`src/design/abg_pkg.sv`:
```
// Shared constants, codes and handshake structs for the alpha-beta-gamma tracking filter.
// Used by abg_serial_mul, alpha_beta_gamma_tracking_filter_top and the testbench.
package abg_pkg;

	localparam int SAMPLE_W  = 32;                  // measurement and result width
	localparam int STATE_W   = 48;                  // estimate width, 16 fraction bits
	localparam int COEF_W    = 32;                  // gain and period register width
	localparam int DIGIT_W   = 4;                   // multiplier digit per cycle
	localparam int MUL_STEPS = COEF_W / DIGIT_W;
	localparam int STEP_W    = $clog2(MUL_STEPS);
	localparam int PROD_W    = STATE_W + COEF_W;    // full product width
	localparam int PP_W      = STATE_W + DIGIT_W;   // partial product width
	localparam int TIME_FRAC = 16;
	localparam int GAIN_FRAC = 30;
	localparam int SHF_W     = PROD_W - TIME_FRAC;  // widest shifted product

	localparam int CFG_IDX_W = 3;
	localparam int OUT_W     = 3 * SAMPLE_W;

	// configuration register indexes
	localparam logic [CFG_IDX_W-1:0] REG_ALPHA      = 3'd0;
	localparam logic [CFG_IDX_W-1:0] REG_BETA       = 3'd1;
	localparam logic [CFG_IDX_W-1:0] REG_GAMMA      = 3'd2;
	localparam logic [CFG_IDX_W-1:0] REG_PERIOD     = 3'd3;
	localparam logic [CFG_IDX_W-1:0] REG_INV_PERIOD = 3'd4;

	// product scaling codes
	localparam logic [1:0] SH_TIME = 2'd0;          // >> TIME_FRAC
	localparam logic [1:0] SH_HALF = 2'd1;          // >> TIME_FRAC + 1
	localparam logic [1:0] SH_GAIN = 2'd2;          // >> GAIN_FRAC

	typedef logic signed [STATE_W-1:0] state_t;

	typedef struct packed {
		logic              start;
		state_t            x;
		logic [COEF_W-1:0] m;
		logic [1:0]        sh;
	} mul_req_t;

	typedef struct packed {
		logic   done;
		state_t res;
	} mul_rsp_t;

endpackage

```
`src/design/abg_serial_mul.sv`:
```
// Digit-serial signed-by-unsigned multiplier with rounded scaling and saturation.
// Depends on abg_pkg.
module abg_serial_mul (
	input  logic              clk,
	input  logic              arst_n,
	input  abg_pkg::mul_req_t req,
	output abg_pkg::mul_rsp_t rsp
);

	localparam logic [1:0] M_IDLE = 2'd0;
	localparam logic [1:0] M_RUN  = 2'd1;
	localparam logic [1:0] M_RND  = 2'd2;
	localparam logic [1:0] M_FIN  = 2'd3;

	logic [1:0]                        state_q;
	logic [abg_pkg::STEP_W-1:0]        cnt_q;
	logic                              neg_q;
	logic [1:0]                        sh_q;
	logic [abg_pkg::STATE_W-1:0]       mag_q;
	logic [abg_pkg::COEF_W-1:0]        m_q;
	logic [abg_pkg::STATE_W-1:0]       h_q;
	logic [abg_pkg::COEF_W-1:0]        l_q;
	logic                              done_q;
	abg_pkg::state_t                   res_q;

	logic [abg_pkg::PP_W-1:0]          sum;
	logic [abg_pkg::PROD_W-1:0]        prod;
	logic [abg_pkg::SHF_W-1:0]         shf;
	logic                              rbit;
	logic [abg_pkg::SHF_W:0]           rnd;
	logic [abg_pkg::STATE_W-1:0]       lim;
	logic [abg_pkg::STATE_W-1:0]       sat_mag;

	// one digit of the multiplier against the whole multiplicand magnitude
	assign sum = {{abg_pkg::DIGIT_W{1'b0}}, h_q}
		+ abg_pkg::PP_W'(mag_q) * abg_pkg::PP_W'(m_q[abg_pkg::DIGIT_W-1:0]);

	assign prod = {h_q, l_q};

	always_comb begin
		case (sh_q)
			abg_pkg::SH_HALF: begin
				shf  = abg_pkg::SHF_W'(prod >> (abg_pkg::TIME_FRAC + 1));
				rbit = prod[abg_pkg::TIME_FRAC];
			end
			abg_pkg::SH_GAIN: begin
				shf  = abg_pkg::SHF_W'(prod >> abg_pkg::GAIN_FRAC);
				rbit = prod[abg_pkg::GAIN_FRAC-1];
			end
			default: begin
				shf  = abg_pkg::SHF_W'(prod >> abg_pkg::TIME_FRAC);
				rbit = prod[abg_pkg::TIME_FRAC-1];
			end
		endcase
		// round half away from zero on the magnitude
		rnd = {1'b0, shf} + (abg_pkg::SHF_W+1)'(rbit);
		lim = neg_q ? (abg_pkg::STATE_W'(1) << (abg_pkg::STATE_W - 1))
			: ((abg_pkg::STATE_W'(1) << (abg_pkg::STATE_W - 1)) - abg_pkg::STATE_W'(1));
		if (rnd > (abg_pkg::SHF_W+1)'(lim))
			sat_mag = lim;
		else
			sat_mag = rnd[abg_pkg::STATE_W-1:0];
	end

	always_ff @(posedge clk or negedge arst_n) begin
		if (!arst_n) begin
			state_q <= M_IDLE;
			cnt_q   <= '0;
			done_q  <= 1'b0;
		end else begin
			done_q <= 1'b0;
			case (state_q)
				M_IDLE: begin
					if (req.start) begin
						cnt_q   <= '0;
						state_q <= M_RUN;
					end
				end
				M_RUN: begin
					cnt_q <= cnt_q + abg_pkg::STEP_W'(1);
					if (cnt_q == abg_pkg::STEP_W'(abg_pkg::MUL_STEPS - 1))
						state_q <= M_RND;
				end
				M_RND: state_q <= M_FIN;
				M_FIN: begin
					done_q  <= 1'b1;
					state_q <= M_IDLE;
				end
				default: state_q <= M_IDLE;
			endcase
		end
	end

	always_ff @(posedge clk) begin
		case (state_q)
			M_IDLE: begin
				if (req.start) begin
					neg_q <= req.x[abg_pkg::STATE_W-1];
					mag_q <= req.x[abg_pkg::STATE_W-1]
						? abg_pkg::STATE_W'(0) - abg_pkg::STATE_W'(req.x)
						: abg_pkg::STATE_W'(req.x);
					m_q   <= req.m;
					sh_q  <= req.sh;
					h_q   <= '0;
					l_q   <= '0;
				end
			end
			M_RUN: begin
				// shift the low product digit out, advance the multiplier
				h_q <= sum[abg_pkg::PP_W-1:abg_pkg::DIGIT_W];
				l_q <= {sum[abg_pkg::DIGIT_W-1:0], l_q[abg_pkg::COEF_W-1:abg_pkg::DIGIT_W]};
				m_q <= m_q >> abg_pkg::DIGIT_W;
			end
			M_RND: mag_q <= sat_mag;
			M_FIN: res_q <= neg_q ? abg_pkg::state_t'(abg_pkg::STATE_W'(0) - mag_q)
				: abg_pkg::state_t'(mag_q);
			default: ;
		endcase
	end

	assign rsp.done = done_q;
	assign rsp.res  = res_q;

endmodule

```
`src/design/alpha_beta_gamma_tracking_filter_top.sv`:
```
// Top level of the alpha-beta-gamma tracking filter: sequencer, estimate registers,
// saturating adder and output register. Depends on abg_pkg and abg_serial_mul.
//
// channel  direction  handshake                       payload
// s_axis   in         s_axis_tvalid / s_axis_tready   tdata[31:0] measurement
// m_axis   out        m_axis_tvalid / m_axis_tready   tdata: position, velocity, accel
// cfg      in         cfg_we (always taken)           cfg_index, cfg_data
//
// Each item runs nine multiplications one after another through the single digit-serial
// multiplier, each made of issue, eight four-bit digit steps, rounding, sign and
// writeback; the residual is formed after the third, and the result then goes to the
// output register.
// Reset (arst_n low) restores the register defaults and zeroes all three estimates.
// A finished result waits in the output register; the next measurement is taken while
// it waits, and the sequencer holds only if the register is still full at the end.
module alpha_beta_gamma_tracking_filter_top (
	input  logic                              clk,
	input  logic                              arst_n,
	input  logic                              s_axis_tvalid,
	output logic                              s_axis_tready,
	input  logic [abg_pkg::SAMPLE_W-1:0]      s_axis_tdata,   // [31:0] measurement
	output logic                              m_axis_tvalid,
	input  logic                              m_axis_tready,
	output logic [abg_pkg::OUT_W-1:0]         m_axis_tdata,   // [31:0] position_out,
	                                                          // [63:32] velocity_out,
	                                                          // [95:64] acceleration_out
	input  logic                              cfg_we,
	input  logic [abg_pkg::CFG_IDX_W-1:0]     cfg_index,
	input  logic [abg_pkg::COEF_W-1:0]        cfg_data
);

	// sequencer states
	localparam logic [2:0] ST_IDLE  = 3'd0;
	localparam logic [2:0] ST_ISSUE = 3'd1;
	localparam logic [2:0] ST_WAIT  = 3'd2;
	localparam logic [2:0] ST_RES   = 3'd3;
	localparam logic [2:0] ST_OUT   = 3'd4;

	// multiplication steps, in order
	localparam logic [3:0] OP_VDT        = 4'd0;  // v * dt
	localparam logic [3:0] OP_ADT        = 4'd1;  // a * dt
	localparam logic [3:0] OP_ADT2       = 4'd2;  // (a * dt) * dt / 2
	localparam logic [3:0] OP_ALPHA      = 4'd3;  // alpha * r
	localparam logic [3:0] OP_BETA       = 4'd4;  // beta * r
	localparam logic [3:0] OP_BETA_INV   = 4'd5;  // (beta * r) / dt
	localparam logic [3:0] OP_GAMMA      = 4'd6;  // gamma * r
	localparam logic [3:0] OP_GAMMA_INV1 = 4'd7;  // (gamma * r) / dt
	localparam logic [3:0] OP_GAMMA_INV2 = 4'd8;  // (gamma * r) / dt^2

	localparam int SW = abg_pkg::STATE_W;
	localparam int OW = abg_pkg::SAMPLE_W;

	logic [2:0]                 state_q;
	logic [3:0]                 op_q;

	logic [abg_pkg::COEF_W-1:0] alpha_q, beta_q, gamma_q, period_q, inv_q;

	abg_pkg::state_t            pos_q, vel_q, acc_q;      // estimates
	abg_pkg::state_t            xm_q, xp_q, vp_q, adt_q, r_q, t_q;

	logic                       out_valid_q;
	logic [abg_pkg::OUT_W-1:0]  out_data_q;

	abg_pkg::mul_req_t          mul_req;
	abg_pkg::mul_rsp_t          mul_rsp;

	abg_pkg::state_t            add_a, add_b;
	logic                       add_sub;
	logic [SW:0]                add_raw;
	abg_pkg::state_t            add_res;

	logic                       cfg_clear;
	logic                       out_free;
	logic                       wb;

	assign s_axis_tready = (state_q == ST_IDLE);
	assign m_axis_tvalid = out_valid_q;
	assign m_axis_tdata  = out_data_q;
	assign out_free      = !out_valid_q || m_axis_tready;
	assign wb            = (state_q == ST_WAIT) && mul_rsp.done;

	// a write to any listed register also clears the estimates
	always_comb begin
		case (cfg_index)
			abg_pkg::REG_ALPHA, abg_pkg::REG_BETA, abg_pkg::REG_GAMMA,
			abg_pkg::REG_PERIOD, abg_pkg::REG_INV_PERIOD: cfg_clear = cfg_we;
			default: cfg_clear = 1'b0;
		endcase
	end

	// operand selection for the shared multiplier
	always_comb begin
		mul_req.start = (state_q == ST_ISSUE);
		case (op_q)
			OP_VDT:   begin mul_req.x = vel_q; mul_req.m = period_q; mul_req.sh = abg_pkg::SH_TIME; end
			OP_ADT:   begin mul_req.x = acc_q; mul_req.m = period_q; mul_req.sh = abg_pkg::SH_TIME; end
			OP_ADT2:  begin mul_req.x = adt_q; mul_req.m = period_q; mul_req.sh = abg_pkg::SH_HALF; end
			OP_ALPHA: begin mul_req.x = r_q;   mul_req.m = alpha_q;  mul_req.sh = abg_pkg::SH_GAIN; end
			OP_BETA:  begin mul_req.x = r_q;   mul_req.m = beta_q;   mul_req.sh = abg_pkg::SH_GAIN; end
			OP_GAMMA: begin mul_req.x = r_q;   mul_req.m = gamma_q;  mul_req.sh = abg_pkg::SH_GAIN; end
			default:  begin mul_req.x = t_q;   mul_req.m = inv_q;    mul_req.sh = abg_pkg::SH_TIME; end
		endcase
	end

	abg_serial_mul u_mul (
		.clk    (clk),
		.arst_n (arst_n),
		.req    (mul_req),
		.rsp    (mul_rsp)
	);

	// saturating adder, shared by the accumulating writebacks and the residual
	always_comb begin
		add_sub = 1'b0;
		add_b   = mul_rsp.res;
		case (op_q)
			OP_VDT:        add_a = pos_q;
			OP_ADT:        add_a = vel_q;
			OP_ALPHA:      add_a = xp_q;
			OP_BETA_INV:   add_a = vp_q;
			OP_GAMMA_INV2: add_a = acc_q;
			default:       add_a = xp_q;
		endcase
		if (state_q == ST_RES) begin
			add_a   = xm_q;
			add_b   = xp_q;
			add_sub = 1'b1;
		end
		add_raw = add_sub ? ({add_a[SW-1], add_a} - {add_b[SW-1], add_b})
			: ({add_a[SW-1], add_a} + {add_b[SW-1], add_b});
		if (add_raw[SW] != add_raw[SW-1])
			add_res = add_raw[SW] ? abg_pkg::state_t'({1'b1, {(SW-1){1'b0}}})
				: abg_pkg::state_t'({1'b0, {(SW-1){1'b1}}});
		else
			add_res = abg_pkg::state_t'(add_raw[SW-1:0]);
	end

	// clamp an estimate to the result width
	function automatic logic [OW-1:0] sat_out(input abg_pkg::state_t v);
		logic [SW-OW:0] top;
		top = v[SW-1:OW-1];
		if (top == '0 || top == '1)
			return v[OW-1:0];
		return v[SW-1] ? {1'b1, {(OW-1){1'b0}}} : {1'b0, {(OW-1){1'b1}}};
	endfunction

	// sequencer
	always_ff @(posedge clk or negedge arst_n) begin
		if (!arst_n) begin
			state_q     <= ST_IDLE;
			op_q        <= OP_VDT;
			out_valid_q <= 1'b0;
		end else begin
			// load a finished item, or drop the one that the receiver takes
			if (state_q == ST_OUT && out_free)
				out_valid_q <= 1'b1;
			else if (m_axis_tready)
				out_valid_q <= 1'b0;
			case (state_q)
				ST_IDLE: begin
					if (s_axis_tvalid) begin
						op_q    <= OP_VDT;
						state_q <= ST_ISSUE;
					end
				end
				ST_ISSUE: state_q <= ST_WAIT;
				ST_WAIT: begin
					if (mul_rsp.done) begin
						if (op_q == OP_ADT2)
							state_q <= ST_RES;
						else if (op_q == OP_GAMMA_INV2)
							state_q <= ST_OUT;
						else begin
							op_q    <= op_q + 4'd1;
							state_q <= ST_ISSUE;
						end
					end
				end
				ST_RES: begin
					op_q    <= OP_ALPHA;
					state_q <= ST_ISSUE;
				end
				ST_OUT: begin
					// hold until the output register is free
					if (out_free)
						state_q <= ST_IDLE;
				end
				default: state_q <= ST_IDLE;
			endcase
		end
	end

	// configuration registers and estimates; a register write wins over a writeback
	always_ff @(posedge clk or negedge arst_n) begin
		if (!arst_n) begin
			alpha_q  <= abg_pkg::COEF_W'(1) << abg_pkg::GAIN_FRAC;
			beta_q   <= '0;
			gamma_q  <= '0;
			period_q <= abg_pkg::COEF_W'(1) << abg_pkg::TIME_FRAC;
			inv_q    <= abg_pkg::COEF_W'(1) << abg_pkg::TIME_FRAC;
			pos_q    <= '0;
			vel_q    <= '0;
			acc_q    <= '0;
		end else if (cfg_clear) begin
			case (cfg_index)
				abg_pkg::REG_ALPHA:  alpha_q  <= cfg_data;
				abg_pkg::REG_BETA:   beta_q   <= cfg_data;
				abg_pkg::REG_GAMMA:  gamma_q  <= cfg_data;
				abg_pkg::REG_PERIOD: period_q <= cfg_data;
				default:             inv_q    <= cfg_data;
			endcase
			pos_q <= '0;
			vel_q <= '0;
			acc_q <= '0;
		end else if (wb) begin
			case (op_q)
				OP_ALPHA:      pos_q <= add_res;
				OP_BETA_INV:   vel_q <= add_res;
				OP_GAMMA_INV2: acc_q <= add_res;
				default: ;
			endcase
		end
	end

	// working registers and output payload
	always_ff @(posedge clk) begin
		if (state_q == ST_IDLE && s_axis_tvalid)
			xm_q <= abg_pkg::state_t'(signed'(s_axis_tdata));
		if (state_q == ST_RES)
			r_q <= add_res;
		if (wb) begin
			case (op_q)
				OP_VDT:  xp_q <= add_res;
				OP_ADT: begin
					adt_q <= mul_rsp.res;
					vp_q  <= add_res;
				end
				OP_ADT2: xp_q <= add_res;
				OP_BETA, OP_GAMMA, OP_GAMMA_INV1: t_q <= mul_rsp.res;
				default: ;
			endcase
		end
		if (state_q == ST_OUT && out_free)
			out_data_q <= {sat_out(acc_q), sat_out(vel_q), sat_out(pos_q)};
	end

`ifndef SYNTHESIS
	// the multiplier only answers a step that the sequencer is waiting on
	a_done_in_wait: assert property (@(posedge clk) disable iff (!arst_n)
		mul_rsp.done |-> state_q == ST_WAIT)
		else $error("multiplier result outside wait state");

	// the step counter never runs past the last multiplication
	a_op_range: assert property (@(posedge clk) disable iff (!arst_n)
		op_q <= OP_GAMMA_INV2)
		else $error("step counter out of range");

	// a register write leaves all three estimates cleared
	a_cfg_clears: assert property (@(posedge clk) disable iff (!arst_n)
		cfg_we && cfg_index <= abg_pkg::REG_INV_PERIOD
		|=> pos_q == '0 && vel_q == '0 && acc_q == '0)
		else $error("estimates not cleared by register write");

	// a finished item reaches the output register once it is free
	a_out_load: assert property (@(posedge clk) disable iff (!arst_n)
		state_q == ST_OUT && out_free |=> out_valid_q && state_q == ST_IDLE)
		else $error("result not loaded into output register");
`endif

endmodule

```
`config.mk`:
```
export PLATFORM = sky130hd
export DESIGN_NAME = alpha_beta_gamma_tracking_filter_top
export DESIGN_NICKNAME = d
export VERILOG_FILES = /design/src/design/abg_pkg.sv /design/src/design/abg_serial_mul.sv /design/src/design/alpha_beta_gamma_tracking_filter_top.sv
export SDC_FILE = /design/constraint.sdc
export NUM_CORES = 2
export LEC_CHECK = 0
export BUFFER_PORTS_ARGS = -buffer_cell sky130_fd_sc_hd__buf_2
export CORE_ASPECT_RATIO = 1.25
export CORE_MARGIN = 2
export CORE_UTILIZATION = 50
export DETAILED_ROUTE_END_ITERATION = 6
export GPL_ROUTABILITY_DRIVEN = 1
export PLACE_DENSITY = 0.69
export SYNTH_ARGS = -nofsm -noshare
export SYNTH_HDL_FRONTEND = slang
export SYNTH_HIERARCHICAL = 1
export SYNTH_SLANG_ARGS = --single-unit
```
`constraint.sdc`:
```
create_clock -name clk -period 6.2 [get_ports clk]
set_clock_uncertainty 0.05 [all_clocks]
set_input_delay 0.62 -clock clk [delete_from_list [all_inputs] [get_ports clk]]
set_output_delay 0.62 -clock clk [all_outputs]
set_load 0.005 [all_outputs]
```
==> results by group <==
Setup path
  – Worst endpoint data arrival time: 6540 ps
  – CP Launch Type: flip-flop
  – Critical Path RT: 6770 ps
  – Max FO, Critical Path: 20
  – Crit Path Class: flip-flop to flip-flop
  – Critical Path Sink Type: flip-flop
  – R2r setup slk: 220 ps

Synth
  – Synth area leader: edfxtp_1
  – Synth top area cells: edfxtp_1 32%, dfrtp_1 15%, fa_1 5.2%
  – Area of the mapped netlist: 53600 sq um
  – Top FF cell, synth: edfxtp_1
  – Synth Register Bits: 882
  – Synth Net Count: 5417
  – Most frequent cell after synthesis: nand2_1
  – Synth unique cells: 115
  – Area share of the largest cell type after synthesis: 0.316
  – Top post-synthesis cells by count: 569 x nand2_1, 564 x edfxtp_1, 339 x nor2_1
  – Syn avg cell area: 10.7 sq um
  – Post-synth EDFFs: 564
  – Post-Synthesis Cells: 5032
  – Sequential share of the synthesized area: 0.464
  – Async SR Flop Fraction: 0.361
  – Yosys warning count: 6

Clock network
  – H-tree depth: 3
  – Root buffer cell: clkbuf_16
  – Sink Count: 882
  – Num CTS Buffers: 93
  – TritonCTS clock tree: yes
  – CTS max path bufs: 3
  – Clk slew on worst S/H paths: 60 ps
  – Clk_lat worst skew: 720 ps

Finish
  – Post-route non-filler standard cell count: 6838
  – Fin nets: 5712
  – Layout area overhead: 14.7%
  – Layout cells sized above 1: 0.194
  – Design area: 61500 sq um

Global routing
  – Global-route wire length before repair: 263000 microns
  – GRT Residual Overflow: 0
  – Total track usage: 0.314
  – Largest net degree at the start of global routing: 141
  – Initial antenna violation count: 4
  – Vias in the first global route: 43.3k

Floorplanning
  – Num ports: 170
  – Die Wd: 297 microns
  – Initial Util: 0.503
  – Num rows: 134
  – Die height: 370 microns
  – Core area: 107000 sq um
  – Die footprint: 110000 sq um

Place
  – Port Buffers: 169
  – Placed insts: 6646
  – Post-place setup slack: -54.5 ps
  – RePlAce Congestion: 1.03
  – Placed Area: 57800 sq um
  – Final HPWL DP: 128000 microns

STA
  – Final Hold Vio Count: 0
  – Final WS setup: 224 ps
  – Fmax: 167 MHz
  – Slew Limit Fails: 0
  – Minimum clock period after layout: 5980 ps
  – Period Utilization, post-route: 0.964
  – Worst-Margin Slew: 1160 ps
  – Final setup violation count: 0
  – Slew Limit Headroom: 0.224
  – Hold slack: 41.0 ps

Detailed routing
  – WL/cell: 25.8 microns
  – DR vias: 43.3k
  – Drt total wl: 176000 microns
  – DR vias/cell: 6.33
  – First-pass DRT Iterations: 7
  – DRC violation total after the first TritonRoute iteration: 4231
  – Detail Route Antenna Nets: 0
  – Post-route DRC: 26

Outcome
  – Status: complete, but fails checks
  – Failing checks: DRC

Job
  – Max_cap viols: 0

Min path
  – Worst hold path class: input port to flip-flop
[layer usage]
metal | vias up | global-route usage | routed length (microns)
li1 | 19180 | - | -
met2 | 2163 | 0.550 | 87300
met3 | 547 | 0.0486 | 13200
met1 | 21394 | 0.368 | 64200
met5 | - | 0 | 7
met4 | 2 | 0.181 | 11300
[path summary, 6_finish.rpt]
| path | start | end | depth (start not counted) |
|---|---|---|---|
| worst min register to register | period_q[4] | period_q[4] | 1 |
| worst max register to register | u_mul/res_q[3] | vel_q[43] | 23 |
| worst max-delay path | u_mul/res_q[3] | vel_q[43] | 23 |
| worst min-delay path | s_axis_tdata[23] | xm_q[23] | 1 |
| min in group asynchronous | arst_n | gamma_q[31] | 2 |
| max in group asynchronous | arst_n | acc_q[18] | 3 |
[sequential cells by signal, summed over array words and instances (netlist names), 3 cells and up]
register,count
xm_q,32
beta_q,32
vel_q,48
pos_q,48
op_q,4
u_mul/cnt_q,3
vp_q,48
t_q,48
m_axis_tdata,96
gamma_q,32
u_mul/mag_q,48
acc_q,48
u_mul/h_q,48
xp_q,48
inv_q,32
r_q,48
period_q,32
state_q,3
adt_q,48
alpha_q,32
u_mul/res_q,48
u_mul/l_q,17
u_mul/m_q,32
[critical path, stage by stage (launching register included)]
cell	delay, ps
edfxtp_1	570
or3_1	460
nor3_1	150
o21a_1	320
o211a_1	260
nand3_2	120
a221oi_2	380
nand3_2	200
nor4_1	280
xnor2_1	160
mux2i_1	90
ha_1	360
and4_1	190
and3_1	200
and3_1	210
and2_1	150
a221oi_1	260
o211ai_1	180
xnor2_1	170
nand2b_1	200
buf_4	220
nand3_4	190
clkbuf_16	310
o21ai_0	160
[cell usage in the layout, fill, tap and decap left out, types with 99 or more instances in the layout]
cell type	count
nand2_1	568
edfxtp_1	564
nor2_1	329
dfrtp_1	315
buf_4	310
o21ai_0	283
a21oi_1	198
mux2_2	188
xnor2_1	171
ha_1	168
buf_2	168
inv_1	167
a22oi_1	166
fa_1	140
o21a_1	111
clkbuf_16	104
and2_1	101
xor2_1	99
[timing repair]
action                                 4_1_cts  5_1_grt
resized for setup                            3       40
setup endpoints to repair                    7      332
pin swaps                                    0        5
hold buffers                                 1        0
endpoints found under the hold margin       55        0
cloned                                       0        5
buffers inserted                             0        8
[kinds of logic (layout without fill, tap and decap cells)]
logic type,count (synthesis),count (layout),share of synthesized area
AOI/OAI and AO/OA,1331,1331,0.173
xor gates and xnor gates,274,274,0.0451
adders and majority gates,313,313,0.0927
buffers and inverters,484,860,0.0386
DFF,882,882,0.464
muxes,204,204,0.0425
other,0,2,0
and+or+nand+nor,1544,1544,0.143
[metrics by stage]
stage	utilization	TNS, ps
5_1_grt	0.577	-34.2
6_report	0.577	0
2_1_floorplan	-	0
3_3_place_gp	0.542	0
4_1_cts	0.573	0
3_5_place_dp	0.542	-54.5
[final cells by class]
class | instances | area [sq um]
Multi-Input combinational cell | 3666 | 27000
Tap cell | 1428 | 1790
Timing Repair Buffer | 513 | 3840
Antenna cell | 2 | 5.00
Clock buffer | 131 | 2740
Inverter | 171 | 646
Clock inverter | 45 | 569
Fill cell | 8957 | 45100
Sequential cell | 882 | 24900
Power is not shown: default switching activity piles up to over one toggle a cycle in this logic, so the estimate is an artifact.
